==> config.mk <==
export PLATFORM = sky130hd
export DESIGN_NAME = dot_star_pattern_matcher_flat
export DESIGN_NICKNAME = d
export VERILOG_FILES = /design/src/dspm_pkg.sv /design/src/dspm_if.sv /design/src/dspm_ctrl.sv /design/src/dspm_datapath.sv /design/src/dot_star_pattern_matcher.sv /design/src/flat_wrapper.sv
export SDC_FILE = /design/constraint.sdc
export NUM_CORES = 1
export LEC_CHECK = 0
export ABC_AREA = 1
export BUFFER_PORTS_ARGS = -buffer_cell sky130_fd_sc_hd__buf_4
export CAP_MARGIN = 20
export CELL_PAD_IN_SITES_DETAIL_PLACEMENT = 0
export CELL_PAD_IN_SITES_GLOBAL_PLACEMENT = 1
export CORE_ASPECT_RATIO = 0.6
export CORE_UTILIZATION = 41
export DETAILED_ROUTE_END_ITERATION = 12
export PLACE_DENSITY_LB_ADDON = 0.12
export SLEW_MARGIN = 20
export SYNTH_ARGS = -nofsm -noshare
export SYNTH_HDL_FRONTEND = slang
export SYNTH_SLANG_ARGS = --single-unit
==> constraint.sdc <==
create_clock -name clk -period 8.8 [get_ports clk]
set_input_delay 1.76 -clock clk [delete_from_list [all_inputs] [get_ports clk]]
set_output_delay 1.76 -clock clk [all_outputs]
set_load 0.1 [all_outputs]
==> src/dspm_pkg.sv <==
package dspm_pkg;

	localparam int MAX_PATTERN_DEFAULT = 32;

	localparam logic [7:0] STAR_SYM = 8'd42;
	localparam logic [7:0] ANY_SYM  = 8'd46;

	typedef enum logic [1:0] {
		CMD_CLEAR   = 2'd0,
		CMD_APPEND  = 2'd1,
		CMD_SUBJECT = 2'd2,
		CMD_REPORT  = 2'd3
	} command_t;

	// controller to datapath
	typedef struct packed {
		logic clear;
		logic append;
		logic start;
		logic step;
		logic report;
	} dp_cmd_t;

	// datapath to controller
	typedef struct packed {
		logic len_zero;
		logic walk_last;
	} dp_status_t;

	function automatic logic elem_hits(input logic [7:0] pat, input logic [7:0] sym);
		return (pat == sym) || (pat == ANY_SYM);
	endfunction

endpackage

==> src/dspm_if.sv <==
interface dspm_item_if;
	logic       valid;
	logic       ready;
	logic [1:0] command;
	logic [7:0] symbol;

	modport source (output valid, output command, output symbol, input ready);
	modport sink   (input valid, input command, input symbol, output ready);
endinterface

interface dspm_result_if;
	logic valid;
	logic ready;
	logic matched;
	logic overflow;

	modport source (output valid, output matched, output overflow, input ready);
	modport sink   (input valid, input matched, input overflow, output ready);
endinterface

==> src/dspm_ctrl.sv <==
module dspm_ctrl (
	input  logic                  clk,
	input  logic                  arst_n,
	input  logic                  in_valid,
	input  logic [1:0]            in_command,
	output logic                  in_ready,
	input  logic                  out_ready,
	output logic                  out_valid,
	input  dspm_pkg::dp_status_t  status,
	output dspm_pkg::dp_cmd_t     cmd
);

	typedef enum logic [1:0] {
		ST_IDLE = 2'b01,
		ST_WALK = 2'b10
	} state_t;

	state_t state_q, state_d;
	logic   out_valid_q;
	logic   accept;
	logic   is_report;

	assign is_report = (in_command == dspm_pkg::CMD_REPORT);
	// a report needs the result slot free or emptying this cycle
	assign in_ready  = (state_q == ST_IDLE) && (!out_valid_q || out_ready || !is_report);
	assign accept    = in_valid && in_ready;
	assign out_valid = out_valid_q;

	always_comb begin
		cmd.clear  = accept && (in_command == dspm_pkg::CMD_CLEAR);
		cmd.append = accept && (in_command == dspm_pkg::CMD_APPEND);
		cmd.start  = accept && (in_command == dspm_pkg::CMD_SUBJECT);
		cmd.report = accept && is_report;
		cmd.step   = (state_q == ST_WALK);
	end

	always_comb begin
		state_d = state_q;
		unique case (state_q)
			ST_IDLE: begin
				if (cmd.start && !status.len_zero) state_d = ST_WALK;
			end
			ST_WALK: begin
				if (status.walk_last) state_d = ST_IDLE;
			end
			default: state_d = ST_IDLE;
		endcase
	end

	always_ff @(posedge clk or negedge arst_n) begin
		if (!arst_n) begin
			state_q     <= ST_IDLE;
			out_valid_q <= 1'b0;
		end else begin
			state_q <= state_d;
			if (cmd.report) out_valid_q <= 1'b1;
			else if (out_ready) out_valid_q <= 1'b0;
		end
	end

endmodule

==> src/dspm_datapath.sv <==
module dspm_datapath #(
	parameter int MAX_PATTERN = dspm_pkg::MAX_PATTERN_DEFAULT
) (
	input  logic                  clk,
	input  logic                  arst_n,
	input  logic [7:0]            symbol,
	input  dspm_pkg::dp_cmd_t     cmd,
	output dspm_pkg::dp_status_t  status,
	output logic                  matched,
	output logic                  overflow
);

	localparam int LEN_W  = $clog2(MAX_PATTERN + 1);
	localparam int ADDR_W = $clog2(MAX_PATTERN);
	localparam int ROW_W  = MAX_PATTERN + 1;
	localparam logic [LEN_W-1:0] LEN_MAX = LEN_W'(MAX_PATTERN);
	localparam logic [LEN_W-1:0] LEN_ONE = LEN_W'(1);
	localparam logic [LEN_W-1:0] LEN_TWO = LEN_W'(2);

	logic [7:0]       mem [MAX_PATTERN];
	logic [LEN_W-1:0] length_q;
	logic             overflow_flag_q;
	logic [ROW_W-1:0] empty_row_q;
	logic [ROW_W-1:0] match_row_q;
	logic [ROW_W-1:0] next_q;
	logic [LEN_W-1:0] j_q;
	logic [7:0]       sym_q;
	logic [7:0]       prev_q;
	logic [7:0]       rd_data_q;
	logic             matched_q;
	logic             overflow_q;

	logic [ADDR_W-1:0] rd_addr;
	logic              full;
	logic [LEN_W-1:0]  new_len;
	logic [LEN_W-1:0]  new_len_m2;
	logic [ROW_W-1:0]  empty_next;
	logic [LEN_W-1:0]  jm1;
	logic [LEN_W-1:0]  jm2;
	logic              bit_j;
	logic [ROW_W-1:0]  next_full;

	assign full            = (length_q >= LEN_MAX);
	assign new_len         = length_q + LEN_ONE;
	assign new_len_m2      = (new_len >= LEN_TWO) ? (new_len - LEN_TWO) : '0;
	assign status.len_zero  = (length_q == '0);
	assign status.walk_last = (j_q == length_q);
	assign matched         = matched_q;
	assign overflow        = overflow_q;

	// empty-subject column for the symbol being appended
	always_comb begin
		empty_next = empty_row_q;
		if (!full) begin
			if (symbol != dspm_pkg::STAR_SYM || new_len < LEN_TWO) empty_next[new_len] = 1'b0;
			else empty_next[new_len] = empty_row_q[new_len_m2];
		end
	end

	// one pattern position per walk cycle; rd_data_q holds store[j-1], prev_q store[j-2]
	assign jm1 = j_q - LEN_ONE;
	assign jm2 = (j_q >= LEN_TWO) ? (j_q - LEN_TWO) : '0;

	always_comb begin
		if (rd_data_q != dspm_pkg::STAR_SYM)
			bit_j = match_row_q[jm1] && dspm_pkg::elem_hits(rd_data_q, sym_q);
		else if (j_q < LEN_TWO)
			bit_j = 1'b0;
		else if (dspm_pkg::elem_hits(prev_q, sym_q))
			bit_j = match_row_q[j_q] || next_q[jm2];
		else
			bit_j = next_q[jm2];
		next_full      = next_q;
		next_full[j_q] = bit_j;
	end

	assign rd_addr = (cmd.start || j_q >= LEN_MAX) ? '0 : j_q[ADDR_W-1:0];

	always_ff @(posedge clk) begin
		rd_data_q <= mem[rd_addr];
		if (cmd.append && !full) mem[length_q[ADDR_W-1:0]] <= symbol;
	end

	always_ff @(posedge clk) begin
		if (cmd.start) begin
			sym_q  <= symbol;
			j_q    <= LEN_ONE;
			next_q <= '0;
		end else if (cmd.step) begin
			prev_q <= rd_data_q;
			j_q    <= j_q + LEN_ONE;
			next_q <= next_full;
		end
		if (cmd.report) begin
			matched_q  <= match_row_q[length_q];
			overflow_q <= overflow_flag_q;
		end
	end

	always_ff @(posedge clk or negedge arst_n) begin
		if (!arst_n) begin
			length_q        <= '0;
			overflow_flag_q <= 1'b0;
			empty_row_q     <= ROW_W'(1);
			match_row_q     <= ROW_W'(1);
		end else begin
			if (cmd.clear) begin
				length_q        <= '0;
				overflow_flag_q <= 1'b0;
				empty_row_q     <= ROW_W'(1);
				match_row_q     <= ROW_W'(1);
			end else if (cmd.append) begin
				if (full) overflow_flag_q <= 1'b1;
				else length_q <= new_len;
				empty_row_q <= empty_next;
				match_row_q <= empty_next;
			end else if (cmd.start && status.len_zero) begin
				match_row_q <= '0;
			end else if (cmd.step && status.walk_last) begin
				match_row_q <= next_full;
			end else if (cmd.report) begin
				match_row_q <= empty_row_q;
			end
		end
	end

endmodule

==> src/dot_star_pattern_matcher.sv <==
// Whole-string matcher for patterns of literal bytes, '.' and '*'.
// item channel (sink): command + symbol. Clear drops the pattern and the
//   overflow flag; append adds one pattern byte (past capacity the byte is
//   dropped and the flag set); subject feeds one subject byte; report ends
//   the subject.  An append also restarts any subject in progress.
// result channel (source): one word per report, matched and overflow.
// A subject byte on a non-empty pattern starts a walk: the row update walks
//   the pattern one position a cycle through the single read port of the
//   pattern store, since a star bit depends on lower bits of the same new
//   row.  Item ready is low during the walk.
// The result word appears the cycle after its report is accepted and sits
//   in an output register.  While the receiver stalls, other items are still
//   taken; a further report waits until the held word is taken.
// Reset (arst_n low) empties the pattern, clears the flag and the rows and
//   drops any pending result.  Pattern store contents are undefined until
//   written, and only written entries feed the row update.
module dot_star_pattern_matcher #(
	parameter int MAX_PATTERN = dspm_pkg::MAX_PATTERN_DEFAULT
) (
	input  logic           clk,
	input  logic           arst_n,
	dspm_item_if.sink      item,
	dspm_result_if.source  result
);

	dspm_pkg::dp_cmd_t    cmd;
	dspm_pkg::dp_status_t status;

	// sequencing: handshakes and walk control
	dspm_ctrl u_ctrl (
		.clk        (clk),
		.arst_n     (arst_n),
		.in_valid   (item.valid),
		.in_command (item.command),
		.in_ready   (item.ready),
		.out_ready  (result.ready),
		.out_valid  (result.valid),
		.status     (status),
		.cmd        (cmd)
	);

	// pattern store, match rows and result register
	dspm_datapath #(
		.MAX_PATTERN (MAX_PATTERN)
	) u_datapath (
		.clk      (clk),
		.arst_n   (arst_n),
		.symbol   (item.symbol),
		.cmd      (cmd),
		.status   (status),
		.matched  (result.matched),
		.overflow (result.overflow)
	);

endmodule

==> src/flat_wrapper.sv <==
// flat-port wrapper written by rule: the top's interface ports become plain ports
module dot_star_pattern_matcher_flat 
#(
	parameter int MAX_PATTERN = dspm_pkg::MAX_PATTERN_DEFAULT
)
  (clk, arst_n, item_valid, item_command, item_symbol, item_ready, result_valid, result_matched, result_overflow, result_ready);
  dspm_item_if item_i ();
  dspm_result_if result_i ();
  input  logic clk;
  input  logic arst_n;
  input wire logic [$bits(item_i.valid)-1:0] item_valid;
  input wire logic [$bits(item_i.command)-1:0] item_command;
  input wire logic [$bits(item_i.symbol)-1:0] item_symbol;
  output wire logic [$bits(item_i.ready)-1:0] item_ready;
  output wire logic [$bits(result_i.valid)-1:0] result_valid;
  output wire logic [$bits(result_i.matched)-1:0] result_matched;
  output wire logic [$bits(result_i.overflow)-1:0] result_overflow;
  input wire logic [$bits(result_i.ready)-1:0] result_ready;
  assign item_i.valid = item_valid;
  assign item_i.command = item_command;
  assign item_i.symbol = item_symbol;
  assign item_ready = item_i.ready;
  assign result_valid = result_i.valid;
  assign result_matched = result_i.matched;
  assign result_overflow = result_i.overflow;
  assign result_i.ready = result_ready;
  dot_star_pattern_matcher #(.MAX_PATTERN(MAX_PATTERN)) u_core (.clk(clk), .arst_n(arst_n), .item(item_i), .result(result_i));
endmodule
==> summary.txt, run 1 <==
Status: completed
TNS Setup: 0 ns
CP Cell Sequence: buf_4, nor2_1, a31oi_1, nand2_1, inv_1, nand3_1, buf_4, nand2_1, buf_4, nor2_4, buf_4, inv_1, buf_4, o211ai_1, nand2_1, o211ai_1, nand2_1, nor2_1, a31oi_1
Max rail drop VDD: 0.441 mV
Avg WL per Cell: 25.3 um
Period Utilization, post-route: 59.6%
Synth Area in Compound Gates: 15.8%
ANT nets after route: 0
First-pass GRT wire length: 107000 um
Startpoint Class: primary input
Post_cts resized: 0
Worst-case reg-to-reg path depth: 18
Placement Cell Area: 20900 sq um
Ys async rst share: 19.1%
Ys flop type: edfxtp_1
DP Worst Slack: 2.94 ns
Clock Latency Late Sink: 0.56 ns
Leak: 8.33 nW
Final Power: 6.41 mW
Residual DRC: 0
RR Endpoint: u_core.u_datapath.match_row_q[9]$_DFFE_PN0P_
Synth Register Bits: 397
Avg Cell Area, Syn: 9.07 sq um
Rows: 62
Synth warnings: 0
Synth Cell Area: 20300 sq um
Share of cells above drive strength 1: 10.9%
Initial drt markers: 2264
Critical path data arrival time: 5.65 ns
Root Driver: clkbuf_16
Post-synth cell types: 50
Final WS setup: 3.56 ns
Synth Instances: 2242
Post-Synth Adder-Cell Area: 0.984%
Final Util: 45.9%
Slew Viols, Final: 0
Crit Path Category: primary input to flop
Core area: 48400 sq um
Die width: 290 um
Total track usage: 28.9%
Reg2reg start: u_core.u_datapath.j_q[1]$_SDFFE_PP0P_
Largest family of logic cells by synthesized area: simple AND/OR/NAND/NOR gates
Fmax: 0.191 GHz
PwrDens: 289 nW/um^2
# port buffers: 17
Setup bufs post-CTS: 0
Nets: 2229
Buffer depth of the longest clock path: 3
Critical-path top delay cell: buf_4
CTS Buf Count: 41
H-tree levels: 2
Diode count: 0
Hpwl dp: 49900 um
RSZ-0062 raised after global routing: false
Crit end category: flop
Simple-Gate Fraction of Synth Area: 20.5%
Min cycle time layout: 5.24 ns
Placer's final routability congestion estimate: 0.972
Worst slew margin: 26.9%
Flop-to-flop setup slack: 3.67 ns
Syn nets: 2272
Hold WS: 0.455 ns
Initial core utilization: 42.0%
CTS tree: built
Worst hold path type: flop to flop
Post-Route WL: 72500 um
Synth-to-layout area growth: 9.15%
Min-Delay Startpoint: u_core.u_datapath.rd_data_q[1]$_DFF_P_
Crit path launch: result_ready
CP required: 9.20 ns
Grt total ovfl: 0
Vias per Instance: 5.87
Die Ht: 175 um
Crit Path Max Fanout: 49
Sequential-to-total area share from yosys stat: 54.5%
Xor and xnor area share after synthesis: 0.991%
Post-synth EDFFs: 274
Vias in the first global route: 15300
CP max stage delay: 0.50 ns
Most used cell, CP: buf_4
Hold Buf Count CTS: 0
Slew @ Worst Pin: 1.09 ns
Final hold viol count: 0
DR vias: 16800
Largest net degree at the start of global routing: 97
TritonCTS sink count: 397
Top Ports: 18
CTS clock-pin slew for the worst setup and hold paths: 0.07 ns
Initial antenna violation count: 1
Setup Skew: 0.0190 ns
Fin cells: 2869
Crit path capture: u_core.u_datapath.rd_data_q[1]$_DFF_P_
Die area: 50500 sq um
Setup-failing EPs final: 0
DRT Pass-1 Iters: 6
Post-route cell area: 22200 sq um
Max Cap Viol: 0
Multiplexer share of the synthesized area: 1.14%
Dpl cells: 2795
-- cells in the final DEF (no fill, tap or decap), types with 51 or more instances in the layout --
cell      count
inv_1       143
nand2_1     472
dfrtp_1      72
nor2_1      137
a21oi_1     170
nand3_1     187
o21ai_0     204
edfxtp_1    274
or2_2        51
o211ai_1     66
-- worst min-delay path by stage --
stage,slack [ns],to,depth (start not counted)
final,0.45,u_core.u_datapath.prev_q[1]$_DFFE_PP_,0
after global routing,0.46,u_core.u_datapath.prev_q[1]$_DFFE_PP_,0
after CTS,0.46,u_core.u_datapath.prev_q[1]$_DFFE_PP_,0
after detailed placement,0.45,u_core.u_datapath.prev_q[1]$_DFFE_PP_,0
after global placement,0.44,u_core.u_datapath.overflow$_DFFE_PP_,0
after floorplan,0.41,u_core.u_datapath.prev_q[1]$_DFFE_PP_,0
-- cell type report --
type	instances	area, sq um
Fill cell	4656	26200
Sequential cell	397	11100
Multi-Input combinational cell	1554	8060
Clock buffer	60	1140
Tap cell	640	801
Inverter	155	583
Timing Repair Buffer	50	388
Clock inverter	13	150
-- routing by layer --
metal  GRT usage [%]  vias up  wire length [um]
li1                -     7733                 -
met1            49.2     8258             36900
met2            32.7      789             24900
met3            11.7       58              9900
met4            3.95        0               747
met5               0        -                 0
-- Yosys cell counts, drive strengths merged, types with 2 or more instances --
cell type	number	area, sq um
mux2i	4	52.6
xor2	12	105
o21ai	226	1130
buf	58	370
o41ai	2	17.5
dfrtp	73	1830
a221oi	2	17.5
nand2	491	1940
or2	51	319
o211ai	66	495
xnor2	11	96.3
o2111ai	2	17.5
nor3	20	100
a31oi	36	225
o21bai	3	33.8
nor4	5	31.3
clkbuf	78	293
o2bb2ai	16	140
dfstp	3	78.8
clkinv	2	7.51
nand3	200	1070
a21oi	170	851
mux2	16	180
nor2	152	626
ha	16	200
dfxtp	47	941
o22ai	38	238
inv	153	574
edfxtp	274	8230
nand4	9	71.3
-- worst max-delay path: cells and delay by family --
family / cells / cell delay (ns)
AND/OR/NAND/NOR: 8 / 0.84
buffers and inverters: 7 / 2.18
AO/OA/AOI/OAI: 4 / 0.78
-- logic make-up after synthesis --
group                      count (synthesis)
and+or+nand+nor                          929
AOI/OAI and AO/OA                        566
DFF                                      397
buffers and inverters                    291
xor gates and xnor gates                  23
muxes                                     20
adders and majority gates                 16
-- state kept, by name (all words and copies together), names as in the netlist --
signal                             count
u_core.u_datapath.prev_q               8
u_core.u_ctrl.out_valid                1
u_core.u_datapath.mem                256
u_core.u_datapath.length_q             6
u_core.u_datapath.sym_q                8
u_core.u_datapath.match_row_q         33
u_core.u_datapath.overflow             1
u_core.u_datapath.j_q                  6
u_core.u_datapath.overflow_flag_q      1
u_core.u_ctrl.state_q                  2
u_core.u_datapath.empty_row_q         33
u_core.u_datapath.matched              1
u_core.u_datapath.rd_data_q            8
u_core.u_datapath.next_q              33
-- power breakdown --
part | internal, mW | switching (mW)
registers | 2.14 | 0.125
clock network | 0.986 | 0.761
logic | 0.623 | 1.77
Power figures use the tool's default switching activity.
==> inputs of run 2 (changes only) <==
- clock period: 8.8 -> 4.74 ns (I/O delays scaled with it)
==> run 2 against run 1 <==
First-iteration DRC count down 4.9%. Power is 86% higher. Critical endpoint is now u_core.u_datapath.match_row_q[9]$_DFFE_PN0P_. Core utilization increased by 0.37 points. Final area is 0.80% higher. Clock power is 88% higher. Clock-buffer cell count fell by 13. Wire length down 2.7%. Largest power group unchanged. Setup slack worse by 2.8 ns. Sequential cell count is the same.
==> summary.txt, run 2 (synthesis gave the netlist of run 1 again) <==
Setup Skew: 0.0206 ns
Most frequent cells in the layout: nand2_1 (472), edfxtp_1 (274), o21ai_0 (204)
Clock Latency Late Sink: 0.56 ns
Die area: 50500 sq um
Final hold viol count: 0
Die Ht: 175 um
Max rail drop VDD: 0.783 mV
Die width: 290 um
CTS Buf Count: 41
Post-route cell area: 22400 sq um
Commonest non-fill, non-tap cell in the layout: nand2_1
PwrDens: 533 nW/um^2
Setup bufs post-CTS: 0
Synth-to-layout area growth: 10.0%
Startpoint Class: flop
Flop-to-flop setup slack: 0.74 ns
ANT nets after route: 0
First-pass GRT wire length: 104000 um
CTS tree: built
Fin cells: 2885
DP Worst Slack: 0.842 ns
Top Ports: 18
Crit end category: flop
Hold Buf Count CTS: 0
Hpwl dp: 48800 um
Crit Path Max Fanout: 33
Final WS setup: 0.738 ns
Initial antenna violation count: 3
Core area: 48400 sq um
Slew Viols, Final: 0
Multi-input logic area: 8060 sq um
Post_cts resized: 0
Hold WS: 0.356 ns
CP required: 5.17 ns
Leak: 8.44 nW
H-tree levels: 2
CP Cell Sequence: buf_4, inv_1, ha_1, ha_1, nand2_1, nand4_4, nand2_4, inv_2, nand3_1, nand3_1, nand3_1, nand3_1, nand2_2, nand2_4, nand3_2, nand2_1, nand2_1, nand2_1, nand2_1, o21ai_1
Min cycle time layout: 4.00 ns
Residual DRC: 0
Fill count: 4682
Status: completed
Crit Path Category: flop to flop
Setup-failing EPs final: 0
Grt total ovfl: 0
# port buffers: 17
Total track usage: 28.1%
Dpl cells: 2814
Initial drt markers: 2153
Nets: 2247
Share of cells above drive strength 1: 11.5%
Reg2reg start: u_core.u_datapath.length_q[0]$_DFFE_PN0P_
CTS clock-pin slew for the worst setup and hold paths: 0.06 ns
Critical path data arrival time: 4.43 ns
Vias in the first global route: 15200
Largest net degree at the start of global routing: 97
Slew @ Worst Pin: 0.950 ns
Final Power: 11.9 mW
Avg WL per Cell: 24.4 um
Initial core utilization: 42.0%
Placer's final routability congestion estimate: 0.924
Max Cap Viol: 0
Period Utilization, post-route: 84.4%
Placement Cell Area: 21100 sq um
RSZ-0062 raised after global routing: false
Vias per Instance: 5.81
Worst slew margin: 36.4%
Critical-path top delay cell: ha_1
DRT Pass-1 Iters: 6
Most used cell, CP: nand2_1
Diode count: 0
Buffer depth of the longest clock path: 3
FF+latch area: 11100 sq um
Final Util: 46.2%
TNS Setup: 0 ns
TritonCTS sink count: 397
Worst-case reg-to-reg path depth: 20
CP max stage delay: 0.44 ns
Rows: 62
DR vias: 16800
Post-Route WL: 70500 um
RR Endpoint: u_core.u_datapath.match_row_q[9]$_DFFE_PN0P_
Worst hold path type: primary input to async pin
Root Driver: clkbuf_16
Max FFs per register: 256
Fmax: 0.250 GHz
-- run 2: cell count changes in the layout (fill, tap and decap cells not counted), moves of 2 or more --
cell / change
buf_4: +15
bufinv_16: +2
buf_12: +3
clkbuf_8: -4
clkbuf_1: -9
clkinv_1: +8
-- run 2: worst max path at each step --
stage | start | endpoint | depth (start not counted)
after floorplan | item_command[0] | u_core.u_datapath.mem[10][0]$_DFFE_PP_ | 7
after global placement | u_core.u_datapath.length_q[0]$_DFFE_PN0P_ | u_core.u_datapath.match_row_q[9]$_DFFE_PN0P_ | 20
after detailed placement | u_core.u_datapath.length_q[0]$_DFFE_PN0P_ | u_core.u_datapath.match_row_q[9]$_DFFE_PN0P_ | 20
after CTS | u_core.u_datapath.length_q[0]$_DFFE_PN0P_ | u_core.u_datapath.match_row_q[9]$_DFFE_PN0P_ | 20
after global routing | u_core.u_datapath.length_q[0]$_DFFE_PN0P_ | u_core.u_datapath.match_row_q[13]$_DFFE_PN0P_ | 20
final | u_core.u_datapath.length_q[0]$_DFFE_PN0P_ | u_core.u_datapath.match_row_q[9]$_DFFE_PN0P_ | 20
-- run 2: power breakdown --
group	total (mW)	internal, mW	switching [mW]	leakage, nW
clock	3.29	1.86	1.43	0.636
sequential	4.19	3.98	0.216	3.89
combinational	4.44	1.23	3.21	3.91
-- run 2: cell type report --
type,instances,area share [%]
tap,640,3.58
multi-input combinational,1554,36.0
inverter,155,2.61
clock inverter,24,1.11
timing repair buffer,68,2.51
sequential,397,49.5
clock buffer,47,4.69
-- run 2: critical path, delay by kind of cell (launching register included) --
kind,cells,cell delay (ns)
DFF,1,0.36
buffers and inverters,3,0.60
and+or+nand+nor,14,2.13
AOI/OAI and AO/OA,1,0.05
adders and majority gates,2,0.70
-- run 2: layer usage --
| metal | track usage [%] | share of wire [%] | vias up |
|---|---|---|---|
| met1 | 49.3 | 52 | 8202 |
| li1 | - | - | 7769 |
| met2 | 32.0 | 35 | 744 |
| met3 | 8.64 | 12 | 56 |
| met5 | 0.769 | 0.072 | - |
| met4 | 3.93 | 1.0 | 2 |
